$ cat src/rtl/scroll_register_sequencer_unit_assert.svh
// ----------------------------------------------------------------------------
// Assertion macros for the scroll register sequencer
// Implication checks clocked on aclk and disabled while aresetn is low.
// ----------------------------------------------------------------------------
`ifndef SCROLL_REGISTER_SEQUENCER_UNIT_ASSERT_SVH
`define SCROLL_REGISTER_SEQUENCER_UNIT_ASSERT_SVH

// same-cycle implication
`define SRS_ASSERT_SAME(label, clk, rst_n, ante, cons, msg) \
    label: assert property (@(posedge clk) disable iff (!rst_n) (ante) |-> (cons)) \
        else $error(msg);

// next-cycle implication
`define SRS_ASSERT_NEXT(label, clk, rst_n, ante, cons, msg) \
    label: assert property (@(posedge clk) disable iff (!rst_n) (ante) |=> (cons)) \
        else $error(msg);

`endif

$ cat src/rtl/srs_pkg.sv
// ----------------------------------------------------------------------------
// srs_pkg
// Shared types, codes and constants of the scroll register sequencer.
// ----------------------------------------------------------------------------
`timescale 1ns / 1ps

package srs_pkg;

    typedef enum logic [1:0] {
        MODE_WINDOW  = 2'd0,
        MODE_ORIGIN  = 2'd1,
        MODE_BLANK   = 2'd2,
        MODE_RELEASE = 2'd3
    } mode_t;

    typedef enum logic [3:0] {
        ST_OK          = 4'd0,
        ST_REPEAT      = 4'd1,
        ST_UNSUPPORTED = 4'd2,
        ST_NO_MODE     = 4'd3,
        ST_BAD_BASE    = 4'd4,
        ST_BAD_STRIDE  = 4'd5,
        ST_STRIDE_LOW  = 4'd6,
        ST_NULL_SURF   = 4'd7,
        ST_NEG_ORIGIN  = 4'd8
    } status_t;

    localparam logic [1:0] CFG_SCROLL_SUPPORTED = 2'd0;
    localparam logic [1:0] CFG_VIDEO_MODE_READY = 2'd1;
    localparam logic [1:0] CFG_HOME_BASE        = 2'd2;

    localparam logic [15:0] STRIDE_MIN   = 16'd160;
    localparam logic [15:0] STRIDE_MAX   = 16'd670;
    localparam logic [7:0]  FINE_ADJ     = 8'd4;
    localparam logic [31:0] EARLY_TICKS  = 32'd2;

    localparam int QUEUE_DEPTH = 2;
    localparam int QPTR_W      = $clog2(QUEUE_DEPTH);
    localparam int QCNT_W      = $clog2(QUEUE_DEPTH + 1);

    typedef struct packed {
        logic        scroll_supported;
        logic        video_mode_ready;
        logic [23:0] home_base;
    } cfg_t;

    // item after the input register, product already formed
    typedef struct packed {
        mode_t       mode;
        logic [23:0] base_addr;
        logic [15:0] stride;
        logic [15:0] x_value;
        logic [15:0] y_value;
        logic [23:0] product;
        logic [31:0] tick_now;
        logic [23:0] video_counter;
    } stage_t;

    // classified job handed to the back end
    typedef struct packed {
        mode_t       mode;
        status_t     status;
        logic [23:0] base;
        logic [7:0]  line_width;
        logic [3:0]  fine;
        logic [31:0] tick_now;
        logic [23:0] video_counter;
    } job_t;

    typedef struct packed {
        logic full;
        logic empty;
    } q_stat_t;

endpackage

$ cat src/rtl/srs_front.sv
// ----------------------------------------------------------------------------
// srs_front
// Input register with origin multiply, then request checks and base/width
// computation feeding the job queue.
// ----------------------------------------------------------------------------
`timescale 1ns / 1ps

module srs_front (
    input  logic                 aclk,
    input  logic                 aresetn,
    input  srs_pkg::cfg_t        cfg,
    input  logic                 s_valid,
    output logic                 s_ready,
    input  logic [1:0]           s_mode,
    input  logic [23:0]          s_base_addr,
    input  logic [15:0]          s_stride,
    input  logic signed [15:0]   s_x_value,
    input  logic signed [15:0]   s_y_value,
    input  logic [31:0]          s_tick_now,
    input  logic [23:0]          s_video_counter,
    input  srs_pkg::q_stat_t     q_stat,
    output logic                 q_push,
    output srs_pkg::job_t        q_job
);

    logic            s1_valid_reg, s1_valid_next;
    srs_pkg::stage_t s1_reg;
    logic [30:0]     prod_full;
    logic            accept;
    logic            advance;

    logic [23:0]     x_off;
    logic [23:0]     eff_base;
    logic [15:0]     stride_diff;
    logic [7:0]      lw_raw;
    logic            fine_nz;

    assign advance   = s1_valid_reg && !q_stat.full;
    assign s_ready   = !s1_valid_reg || !q_stat.full;
    assign accept    = s_valid && s_ready;
    // y is only used when nonnegative, so the sign bit drops out
    assign prod_full = 31'(s_y_value[14:0]) * 31'(s_stride);

    always_comb begin
        s1_valid_next = s1_valid_reg;
        if (accept) begin
            s1_valid_next = 1'b1;
        end else if (advance) begin
            s1_valid_next = 1'b0;
        end
    end

    always_ff @(posedge aclk) begin
        if (!aresetn) begin
            s1_valid_reg <= 1'b0;
        end else begin
            s1_valid_reg <= s1_valid_next;
        end
    end

    always_ff @(posedge aclk) begin
        if (accept) begin
            s1_reg.mode          <= srs_pkg::mode_t'(s_mode);
            s1_reg.base_addr     <= s_base_addr;
            s1_reg.stride        <= s_stride;
            s1_reg.x_value       <= s_x_value;
            s1_reg.y_value       <= s_y_value;
            s1_reg.product       <= prod_full[23:0];
            s1_reg.tick_now      <= s_tick_now;
            s1_reg.video_counter <= s_video_counter;
        end
    end

    assign x_off       = 24'(s1_reg.x_value[15:1]) & ~24'd7;
    assign eff_base    = (s1_reg.mode == srs_pkg::MODE_ORIGIN)
                       ? (s1_reg.base_addr + s1_reg.product + x_off)
                       : s1_reg.base_addr;
    assign stride_diff = s1_reg.stride - srs_pkg::STRIDE_MIN;
    assign lw_raw      = stride_diff[8:1];
    assign fine_nz     = (s1_reg.x_value[3:0] != 4'd0);

    always_comb begin
        q_job.mode          = s1_reg.mode;
        q_job.base          = eff_base;
        q_job.fine          = s1_reg.x_value[3:0];
        q_job.line_width    = fine_nz ? (lw_raw - srs_pkg::FINE_ADJ) : lw_raw;
        q_job.tick_now      = s1_reg.tick_now;
        q_job.video_counter = s1_reg.video_counter;
        q_job.status        = srs_pkg::ST_OK;

        if (s1_reg.mode == srs_pkg::MODE_WINDOW || s1_reg.mode == srs_pkg::MODE_ORIGIN) begin
            if (s1_reg.mode == srs_pkg::MODE_ORIGIN && s1_reg.base_addr == 24'd0) begin
                q_job.status = srs_pkg::ST_NULL_SURF;
            end else if (s1_reg.mode == srs_pkg::MODE_ORIGIN
                         && (s1_reg.x_value[15] || s1_reg.y_value[15])) begin
                q_job.status = srs_pkg::ST_NEG_ORIGIN;
            end else if (!cfg.scroll_supported) begin
                q_job.status = srs_pkg::ST_UNSUPPORTED;
            end else if (!cfg.video_mode_ready) begin
                q_job.status = srs_pkg::ST_NO_MODE;
            end else if (eff_base == 24'd0 || eff_base[0]) begin
                q_job.status = srs_pkg::ST_BAD_BASE;
            end else if (s1_reg.stride < srs_pkg::STRIDE_MIN
                         || s1_reg.stride > srs_pkg::STRIDE_MAX
                         || s1_reg.stride[2:0] != 3'd0) begin
                q_job.status = srs_pkg::ST_BAD_STRIDE;
            end else if (fine_nz && lw_raw < srs_pkg::FINE_ADJ) begin
                q_job.status = srs_pkg::ST_STRIDE_LOW;
            end
        end
    end

    assign q_push = advance;

endmodule

$ cat src/rtl/srs_queue.sv
// ----------------------------------------------------------------------------
// srs_queue
// Short register FIFO of classified jobs between front and back end.
// ----------------------------------------------------------------------------
`timescale 1ns / 1ps

module srs_queue (
    input  logic                 aclk,
    input  logic                 aresetn,
    input  logic                 push,
    input  srs_pkg::job_t        push_job,
    input  logic                 pop,
    output srs_pkg::job_t        head_job,
    output srs_pkg::q_stat_t     stat
);

    srs_pkg::job_t                 mem_reg [srs_pkg::QUEUE_DEPTH];
    logic [srs_pkg::QPTR_W-1:0]    wr_ptr_reg, wr_ptr_next;
    logic [srs_pkg::QPTR_W-1:0]    rd_ptr_reg, rd_ptr_next;
    logic [srs_pkg::QCNT_W-1:0]    count_reg, count_next;
    logic                          do_push, do_pop;

    assign stat.full  = (count_reg == srs_pkg::QCNT_W'(srs_pkg::QUEUE_DEPTH));
    assign stat.empty = (count_reg == '0);
    assign do_push    = push && !stat.full;
    assign do_pop     = pop && !stat.empty;
    assign head_job   = mem_reg[rd_ptr_reg];

    always_comb begin
        wr_ptr_next = wr_ptr_reg;
        rd_ptr_next = rd_ptr_reg;
        count_next  = count_reg;
        if (do_push) begin
            wr_ptr_next = (wr_ptr_reg == srs_pkg::QPTR_W'(srs_pkg::QUEUE_DEPTH - 1))
                        ? '0 : wr_ptr_reg + 1'b1;
        end
        if (do_pop) begin
            rd_ptr_next = (rd_ptr_reg == srs_pkg::QPTR_W'(srs_pkg::QUEUE_DEPTH - 1))
                        ? '0 : rd_ptr_reg + 1'b1;
        end
        if (do_push && !do_pop) begin
            count_next = count_reg + 1'b1;
        end else if (do_pop && !do_push) begin
            count_next = count_reg - 1'b1;
        end
    end

    always_ff @(posedge aclk) begin
        if (!aresetn) begin
            wr_ptr_reg <= '0;
            rd_ptr_reg <= '0;
            count_reg  <= '0;
        end else begin
            wr_ptr_reg <= wr_ptr_next;
            rd_ptr_reg <= rd_ptr_next;
            count_reg  <= count_next;
        end
    end

    always_ff @(posedge aclk) begin
        if (do_push) begin
            mem_reg[wr_ptr_reg] <= push_job;
        end
    end

endmodule

$ cat src/rtl/srs_back.sv
// ----------------------------------------------------------------------------
// srs_back
// Sequencer state: repeat filter, arming, blank matching, release, and the
// registered result beat.
// ----------------------------------------------------------------------------
`timescale 1ns / 1ps

module srs_back (
    input  logic                 aclk,
    input  logic                 aresetn,
    input  srs_pkg::cfg_t        cfg,
    input  srs_pkg::q_stat_t     q_stat,
    input  srs_pkg::job_t        job,
    output logic                 pop,
    output logic                 m_valid,
    input  logic                 m_ready,
    output logic [3:0]           m_status,
    output logic                 m_base_write,
    output logic [23:0]          m_base_value,
    output logic                 m_offsets_write,
    output logic [7:0]           m_line_width_value,
    output logic [3:0]           m_fine_scroll_value,
    output logic                 m_pending
);

    logic        installed_reg, installed_next;
    logic [23:0] req_base_reg, req_base_next;
    logic [7:0]  req_width_reg, req_width_next;
    logic [3:0]  req_fine_reg, req_fine_next;
    logic [7:0]  req_num_reg, req_num_next;
    logic [23:0] arm_base_reg, arm_base_next;
    logic        arm_valid_reg, arm_valid_next;
    logic [7:0]  arm_width_reg, arm_width_next;
    logic [3:0]  arm_fine_reg, arm_fine_next;
    logic [7:0]  arm_num_reg, arm_num_next;
    logic [7:0]  applied_reg, applied_next;
    logic [31:0] stamp_reg, stamp_next;

    logic        m_valid_reg, m_valid_next;
    logic [3:0]  status_reg, status_next;
    logic        bw_reg, bw_next;
    logic [23:0] bv_reg, bv_next;
    logic        ow_reg, ow_next;
    logic [7:0]  lw_reg, lw_next;
    logic [3:0]  fs_reg, fs_next;
    logic        pend_reg, pend_next;

    logic        fresh;
    logic        do_arm;
    logic [31:0] tick_gap;

    assign pop = !q_stat.empty && (!m_valid_reg || m_ready);

    always_comb begin
        installed_next = installed_reg;
        req_base_next  = req_base_reg;
        req_width_next = req_width_reg;
        req_fine_next  = req_fine_reg;
        req_num_next   = req_num_reg;
        arm_base_next  = arm_base_reg;
        arm_valid_next = arm_valid_reg;
        arm_width_next = arm_width_reg;
        arm_fine_next  = arm_fine_reg;
        arm_num_next   = arm_num_reg;
        applied_next   = applied_reg;
        stamp_next     = stamp_reg;

        status_next    = srs_pkg::ST_OK;
        bw_next        = 1'b0;
        bv_next        = 24'd0;
        ow_next        = 1'b0;
        lw_next        = 8'd0;
        fs_next        = 4'd0;
        fresh          = 1'b0;
        do_arm         = 1'b0;
        tick_gap       = job.tick_now - stamp_reg;

        unique case (job.mode)
            srs_pkg::MODE_WINDOW, srs_pkg::MODE_ORIGIN: begin
                if (job.status != srs_pkg::ST_OK) begin
                    status_next = job.status;
                end else begin
                    if (!installed_reg) begin
                        fresh          = 1'b1;
                        arm_valid_next = 1'b0;
                        arm_num_next   = req_num_reg;
                        applied_next   = req_num_reg;
                        stamp_next     = job.tick_now;
                        installed_next = 1'b1;
                    end
                    if (!fresh && req_base_reg == job.base && req_width_reg == job.line_width
                        && req_fine_reg == job.fine) begin
                        status_next = srs_pkg::ST_REPEAT;
                    end else begin
                        req_base_next  = job.base;
                        req_width_next = job.line_width;
                        req_fine_next  = job.fine;
                        req_num_next   = req_num_reg + 8'd1;
                        // a first request stamps now, so it always arms at once
                        do_arm         = fresh || (tick_gap <= srs_pkg::EARLY_TICKS);
                    end
                end
            end
            srs_pkg::MODE_BLANK: begin
                if (installed_reg) begin
                    stamp_next = job.tick_now;
                    if (applied_reg != arm_num_reg && arm_valid_reg
                        && job.video_counter == arm_base_reg) begin
                        ow_next      = 1'b1;
                        lw_next      = arm_width_reg;
                        fs_next      = arm_fine_reg;
                        applied_next = arm_num_reg;
                    end
                    do_arm = (req_num_reg != arm_num_reg);
                end
            end
            srs_pkg::MODE_RELEASE: begin
                if (installed_reg) begin
                    installed_next = 1'b0;
                    ow_next        = 1'b1;
                    bw_next        = 1'b1;
                    bv_next        = {cfg.home_base[23:8], 8'h00};
                end
            end
            default: begin
            end
        endcase

        if (do_arm) begin
            arm_base_next  = req_base_next;
            arm_width_next = req_width_next;
            arm_fine_next  = req_fine_next;
            arm_num_next   = req_num_next;
            arm_valid_next = 1'b1;
            bw_next        = 1'b1;
            bv_next        = req_base_next;
        end

        pend_next = installed_next && (req_num_next != applied_next);

        m_valid_next = m_valid_reg;
        if (pop) begin
            m_valid_next = 1'b1;
        end else if (m_ready) begin
            m_valid_next = 1'b0;
        end
    end

    always_ff @(posedge aclk) begin
        if (!aresetn) begin
            installed_reg <= 1'b0;
            req_base_reg  <= 24'd0;
            req_width_reg <= 8'd0;
            req_fine_reg  <= 4'd0;
            req_num_reg   <= 8'd0;
            arm_base_reg  <= 24'd0;
            arm_valid_reg <= 1'b0;
            arm_width_reg <= 8'd0;
            arm_fine_reg  <= 4'd0;
            arm_num_reg   <= 8'd0;
            applied_reg   <= 8'd0;
            stamp_reg     <= 32'd0;
            m_valid_reg   <= 1'b0;
        end else begin
            m_valid_reg <= m_valid_next;
            if (pop) begin
                installed_reg <= installed_next;
                req_base_reg  <= req_base_next;
                req_width_reg <= req_width_next;
                req_fine_reg  <= req_fine_next;
                req_num_reg   <= req_num_next;
                arm_base_reg  <= arm_base_next;
                arm_valid_reg <= arm_valid_next;
                arm_width_reg <= arm_width_next;
                arm_fine_reg  <= arm_fine_next;
                arm_num_reg   <= arm_num_next;
                applied_reg   <= applied_next;
                stamp_reg     <= stamp_next;
            end
        end
    end

    always_ff @(posedge aclk) begin
        if (pop) begin
            status_reg <= status_next;
            bw_reg     <= bw_next;
            bv_reg     <= bv_next;
            ow_reg     <= ow_next;
            lw_reg     <= lw_next;
            fs_reg     <= fs_next;
            pend_reg   <= pend_next;
        end
    end

    assign m_valid             = m_valid_reg;
    assign m_status            = status_reg;
    assign m_base_write        = bw_reg;
    assign m_base_value        = bv_reg;
    assign m_offsets_write     = ow_reg;
    assign m_line_width_value  = lw_reg;
    assign m_fine_scroll_value = fs_reg;
    assign m_pending           = pend_reg;

endmodule

$ cat src/rtl/scroll_register_sequencer_unit.sv
// Path: an input beat passes the input register, the job queue and the result register.
// Throughput: one beat per cycle while m_ready holds; the back end updates state on each pop.
// A two-entry job queue lets the front keep accepting while the result side stalls.
// Reset (aresetn low, synchronous): queue, stage valids, output valid and all
// sequencer state clear to zero; configuration registers clear to zero.
// ----------------------------------------------------------------------------
// scroll_register_sequencer_unit
// Two-phase hardware-scroll sequencer: base write on request, line-width and
// fine-scroll write at the matching vertical blank.
// ----------------------------------------------------------------------------
`timescale 1ns / 1ps

`include "scroll_register_sequencer_unit_assert.svh"

module scroll_register_sequencer_unit (
    input  logic                 aclk,
    input  logic                 aresetn,

    // configuration write channel
    input  logic                 cfg_valid,
    output logic                 cfg_ready,
    input  logic [1:0]           cfg_index,
    input  logic [23:0]          cfg_data,

    // input beats
    input  logic                 s_valid,
    output logic                 s_ready,
    input  logic [1:0]           s_mode,
    input  logic [23:0]          s_base_addr,
    input  logic [15:0]          s_stride,
    input  logic signed [15:0]   s_x_value,
    input  logic signed [15:0]   s_y_value,
    input  logic [31:0]          s_tick_now,
    input  logic [23:0]          s_video_counter,

    // result beats
    output logic                 m_valid,
    input  logic                 m_ready,
    output logic [3:0]           m_status,
    output logic                 m_base_write,
    output logic [23:0]          m_base_value,
    output logic                 m_offsets_write,
    output logic [7:0]           m_line_width_value,
    output logic [3:0]           m_fine_scroll_value,
    output logic                 m_pending
);

    // Configuration registers. Writes are always taken; software must write them only
    // while the sequencer is idle (unchecked by the block); front and back read them directly.
    srs_pkg::cfg_t    cfg_reg;
    logic             cfg_we;

    srs_pkg::q_stat_t q_stat;
    srs_pkg::job_t    push_job;
    srs_pkg::job_t    head_job;
    logic             q_push;
    logic             q_pop;

    assign cfg_ready = 1'b1;
    assign cfg_we    = cfg_valid && cfg_ready;

    always_ff @(posedge aclk) begin
        if (!aresetn) begin
            cfg_reg <= '0;
        end else if (cfg_we) begin
            case (cfg_index)
                srs_pkg::CFG_SCROLL_SUPPORTED: cfg_reg.scroll_supported <= cfg_data[0];
                srs_pkg::CFG_VIDEO_MODE_READY: cfg_reg.video_mode_ready <= cfg_data[0];
                srs_pkg::CFG_HOME_BASE:        cfg_reg.home_base        <= cfg_data;
                default: begin
                    // unknown index: ignored
                end
            endcase
        end
    end

    // Front end: input register (with the origin y*stride product), then the
    // stateless checks. Every check except the repeat filter depends only on
    // the beat and the configuration, so it is settled before the queue.
    srs_front u_front (
        .aclk            (aclk),
        .aresetn         (aresetn),
        .cfg             (cfg_reg),
        .s_valid         (s_valid),
        .s_ready         (s_ready),
        .s_mode          (s_mode),
        .s_base_addr     (s_base_addr),
        .s_stride        (s_stride),
        .s_x_value       (s_x_value),
        .s_y_value       (s_y_value),
        .s_tick_now      (s_tick_now),
        .s_video_counter (s_video_counter),
        .q_stat          (q_stat),
        .q_push          (q_push),
        .q_job           (push_job)
    );

    srs_queue u_queue (
        .aclk     (aclk),
        .aresetn  (aresetn),
        .push     (q_push),
        .push_job (push_job),
        .pop      (q_pop),
        .head_job (head_job),
        .stat     (q_stat)
    );

    // Back end: owns all sequencer state and the result register. A job is
    // popped only when the result register is free or being drained, and the
    // state moves on that same edge.
    srs_back u_back (
        .aclk                (aclk),
        .aresetn             (aresetn),
        .cfg                 (cfg_reg),
        .q_stat              (q_stat),
        .job                 (head_job),
        .pop                 (q_pop),
        .m_valid             (m_valid),
        .m_ready             (m_ready),
        .m_status            (m_status),
        .m_base_write        (m_base_write),
        .m_base_value        (m_base_value),
        .m_offsets_write     (m_offsets_write),
        .m_line_width_value  (m_line_width_value),
        .m_fine_scroll_value (m_fine_scroll_value),
        .m_pending           (m_pending)
    );

    // register writes only come with a successful beat
    `SRS_ASSERT_SAME(a_ow_ok, aclk, aresetn, m_valid && m_offsets_write, m_status == srs_pkg::ST_OK, "offset write on failed beat")
    `SRS_ASSERT_SAME(a_bw_ok, aclk, aresetn, m_valid && m_base_write, m_status == srs_pkg::ST_OK, "base write on failed beat")
    // a pop never overwrites a result beat that is still waiting
    `SRS_ASSERT_SAME(a_pop_free, aclk, aresetn, q_pop, !m_valid || m_ready, "result overwritten")
    // a pop always produces a result beat on the next cycle
    `SRS_ASSERT_NEXT(a_pop_out, aclk, aresetn, q_pop, m_valid, "popped job lost")

endmodule

$ cat config.mk
export PLATFORM = sky130hd
export DESIGN_NAME = scroll_register_sequencer_unit
export DESIGN_NICKNAME = d
export VERILOG_FILES = /design/src/rtl/srs_pkg.sv /design/src/rtl/srs_front.sv /design/src/rtl/srs_queue.sv /design/src/rtl/srs_back.sv /design/src/rtl/scroll_register_sequencer_unit.sv
export VERILOG_INCLUDE_DIRS = /design/src /design/src/rtl
export SDC_FILE = /design/constraint.sdc
export NUM_CORES = 1
export LEC_CHECK = 0
export ABC_AREA = 1
export BUFFER_PORTS_ARGS = -buffer_cell sky130_fd_sc_hd__buf_2
export CAP_MARGIN = 20
export CELL_PAD_IN_SITES_DETAIL_PLACEMENT = 0
export CELL_PAD_IN_SITES_GLOBAL_PLACEMENT = 1
export CORE_MARGIN = 1.5
export CORE_UTILIZATION = 44
export CTS_BUF_LIST = sky130_fd_sc_hd__clkbuf_2 sky130_fd_sc_hd__clkbuf_4 sky130_fd_sc_hd__clkbuf_8
export CTS_CLUSTER_DIAMETER = 100
export DETAILED_ROUTE_END_ITERATION = 10
export PLACE_DENSITY_LB_ADDON = 0.1
export REMOVE_ABC_BUFFERS = 1
export SYNTH_ARGS = -nofsm -noshare
export SYNTH_HDL_FRONTEND = slang
export SYNTH_SLANG_ARGS = --single-unit
$ cat constraint.sdc
create_clock -name aclk -period 7.7 [get_ports aclk]
set_clock_uncertainty 0.2 [all_clocks]
set_input_delay 1.54 -clock aclk [delete_from_list [all_inputs] [get_ports aclk]]
set_output_delay 1.54 -clock aclk [all_outputs]
set_load 0.1 [all_outputs]
==> impl_metrics.py <==
metrics = {
    "worst_hold_path": {
        "hp-class": "reg -> reg",
        "worstHoldStart": "u_front.q_job[34]",
        "whs_path_depth": 0,
        "min_delay_worst_endpoint": "u_queue.mem_reg[0][34]",
    },
    "sta": {
        "fmax_ghz": 0.148,
        "slew_headroom_pct": 36.1,
        "worstMarginPinSlew_ns": 0.948,
        "layout_min_cycle_time_ns": 6.76,
        "setup_slack_ns": 0.941,
        "drv_slew": 0,
        "hold_viol": 0,
        "final-setup-viol-count": 0,
        "fin_crit_sh_pct": 87.8,
        "tns_ns": 0,
        "rsz0062_at_grt": "false",
    },
    "floorplan": {
        "start_util_pct": 44.6,
        "die_w_um": 278,
        "rows": 100,
        "coreArea_um2": 74700,
        "die_y_um": 278,
        "fp.dieArea_um2": 77400,
        "io_pins": 207,
    },
    "clock_network": {
        "cts_sinks": 533,
        "clk_latency_ns": 0.71,
        "postCtsHoldBufs": 0,
        "cts_tree": "built",
        "cts-resized-gates": 0,
        "cts_max_level": 3,
        "cts_buffers": 94,
        "cts_buffer_depth": 3,
        "cts-root-buf": "clkbuf_8",
        "cts_setup_buffers": 0,
        "clk_pin_slew_ns": 0.06,
    },
    "worst_setup_path": {
        "crit_fanout": 12,
        "max_stage_delay_ns": 0.55,
        "crit_type": "in -> reg",
        "crit_path_start_kind": "input pin",
        "crit_slowest_cell": "fa_1",
        "cp_top_family": "adder cells",
        "critPathArrivalTime_ns": 6.99,
        "worstPathRequired_ns": 7.94,
        "path_cells": "buf_2 -> nand2_1 -> fa_1 -> inv_1 -> fa_1 -> fa_1 -> inv_1 -> fa_1 -> fa_1 -> inv_1 -> fa_1 -> ha_1 -> a21oi_1 -> o21ai_0 -> nand2_1 -> o211ai_1 -> a31oi_1 -> inv_1 -> a21oi_1 -> o21ai_0 -> nand2_1 -> nand2_1 -> a21oi_1 -> xor2_1",
        "cp-end-kind": "flop",
        "cp_common_cell": "fa_1",
        "reg2reg_depth": 21,
        "rrSetupSlack_ns": 2.02,
        "cp.depth": 24,
        "rr_endpoint": "u_back.m_base_value[8]",
        "crit_buf_inv": 5,
    },
    "place": {
        "port_buffers": 198,
        "place_hpwl_um": 66000,
        "dp_slack_ns": 0.222,
        "gp_congestion": 0.867,
    },
    "synthesis": {
        "syn_inst": 4009,
        "synthArstFlopShare_pct": 0,
        "synthFlopType": "edfxtp_1",
        "yosys.area.top_type_share_pct": 34.0,
        "avgSynthCellArea_um2": 8.32,
        "seq_area_frac_synth_pct": 43.4,
        "synth_edf_count": 378,
        "yosys-top-cells-count": "nand2_1 (1,204), inv_1 (688), edfxtp_1 (378)",
        "ys_types": 51,
        "ys_seq_elements": 533,
        "yosysMostFrequentCell": "nand2_1",
        "synthTopCellsByArea": "edfxtp_1 (34%), nand2_1 (14%), fa_1 (11%)",
        "yosys.area.top_type": "edfxtp_1",
        "yosys_warnings": 0,
        "syn_area_um2": 33300,
    },
    "finish": {
        "final-seq-area_um2": 14500,
        "drive_gt1_share_pct": 11.0,
        "syn2layout_area_growth_pct": 12.2,
        "nets": 4687,
        "multi_input_area_um2": 15600,
        "n_fill_cell": 7306,
        "largest_reg_flops": 196,
    },
    "run_status": {
        "run_status": "finished clean",
    },
    "pwr": {
        "p_clk_share_pct": 17.2,
        "p_comb_share_pct": 57.3,
        "internal_power_mw": 8.60,
        "sw_frac_of_total_pct": 48.4,
        "seqPwrFrac_pct": 25.5,
        "power_density_nw_per_um2": 445,
        "switching_power_mw": 8.05,
        "ir_worst_vdd_v": 0.000674,
        "total_power_mw": 16.7,
        "p_leak_nw": 17.9,
    },
    "route": {
        "post_drt_via_cell_ratio": 4.87,
        "drt_iter0_drc": 1533,
        "ant_nets": 0,
        "first_pass_iters": 5,
        "drc": 0,
        "drt_wl_total_um": 90000,
        "via_count": 25673,
        "wl_per_cell_um": 17.1,
    },
    "job": {
        "maxCapViolCount": 0,
    },
    "global_routing": {
        "grt_usage_pct": 23.7,
        "grt_pass1_wl_um": 143000,
        "grt_pass1_vias": 25444,
        "grt_antenna_before_repair": 1,
        "grt.overflow.total": 0,
        "grt_max_degree": 102,
    },
}
-- power by group through the flow --
stage               Clock (mW)  Combinational [mW]  Sequential [mW]
global placement             0                9.57             4.31
floorplan                    0                6.20             5.00
finish                    2.86                9.54             4.25
global route              3.06                10.9             4.31
CTS                       2.94                9.62             4.26
detailed placement           0                9.54             4.32
-- through the flow --
stage	cell area (um^2)	util, %	hold slack (ns)	std cells
global placement	35300	47.3	0.223	5092
floorplan	32700	-	0.221	3875
CTS	37400	50.1	0.222	5270
global route	37400	50.1	0.244	5271
finish	37400	50.1	0.223	5271
detailed placement	35300	47.3	0.230	5092
-- layout by cell type, fill, tap and decap left out, drive strengths merged, types with 40 or more instances in the layout --
master,instances
a21oi,208
xor2,40
clkinv,42
nand4,41
inv,709
nor2,248
nand3,227
buf,248
fa,175
nand2,1214
clkbuf,133
dfxtp,155
edfxtp,378
ha,132
o21ai,199
-- area by class of cell --
| cell class | count | area share, % |
|---|---|---|
| Sequential cell | 533 | 38.6 |
| Clock inverter | 45 | 1.10 |
| Clock buffer | 133 | 4.49 |
| Inverter | 716 | 7.20 |
| Timing Repair Buffer | 248 | 3.68 |
| Tap cell | 969 | 3.24 |
| Antenna cell | 1 | 0.00669 |
| Multi-Input combinational cell | 2626 | 41.6 |
-- worst max-delay path by stage --
stage	start	end
after detailed placement	s_y_value[11]	u_front.s1_reg[79]
after global routing	s_y_value[11]	u_front.s1_reg[79]
final	s_stride[5]	u_front.s1_reg[79]
after global placement	s_stride[5]	u_front.s1_reg[79]
after CTS	s_y_value[11]	u_front.s1_reg[79]
after floorplan	s_y_value[5]	u_front.s1_reg[79]
-- cell families after synthesis --
family          synth area share, %
simple gates                   22.0
buf+inv                        10.0
flops                          43.4
compound gates                 7.35
fa+ha+maj                      15.5
xor+xnor                       1.84
other cells                  0.0112
mux                          0.0300
-- routing by layer --
| layer | up-vias | global-route usage [%] | routed length, um |
|---|---|---|---|
| met2 | 514 | 38.8 | 41300 |
| met4 | 0 | 6.99 | 2110 |
| met3 | 136 | 3.14 | 3690 |
| met1 | 11902 | 33.0 | 42900 |
| met5 | - | 0 | 0 |
| li1 | 13121 | - | - |
Power figures use the tool's default switching activity.
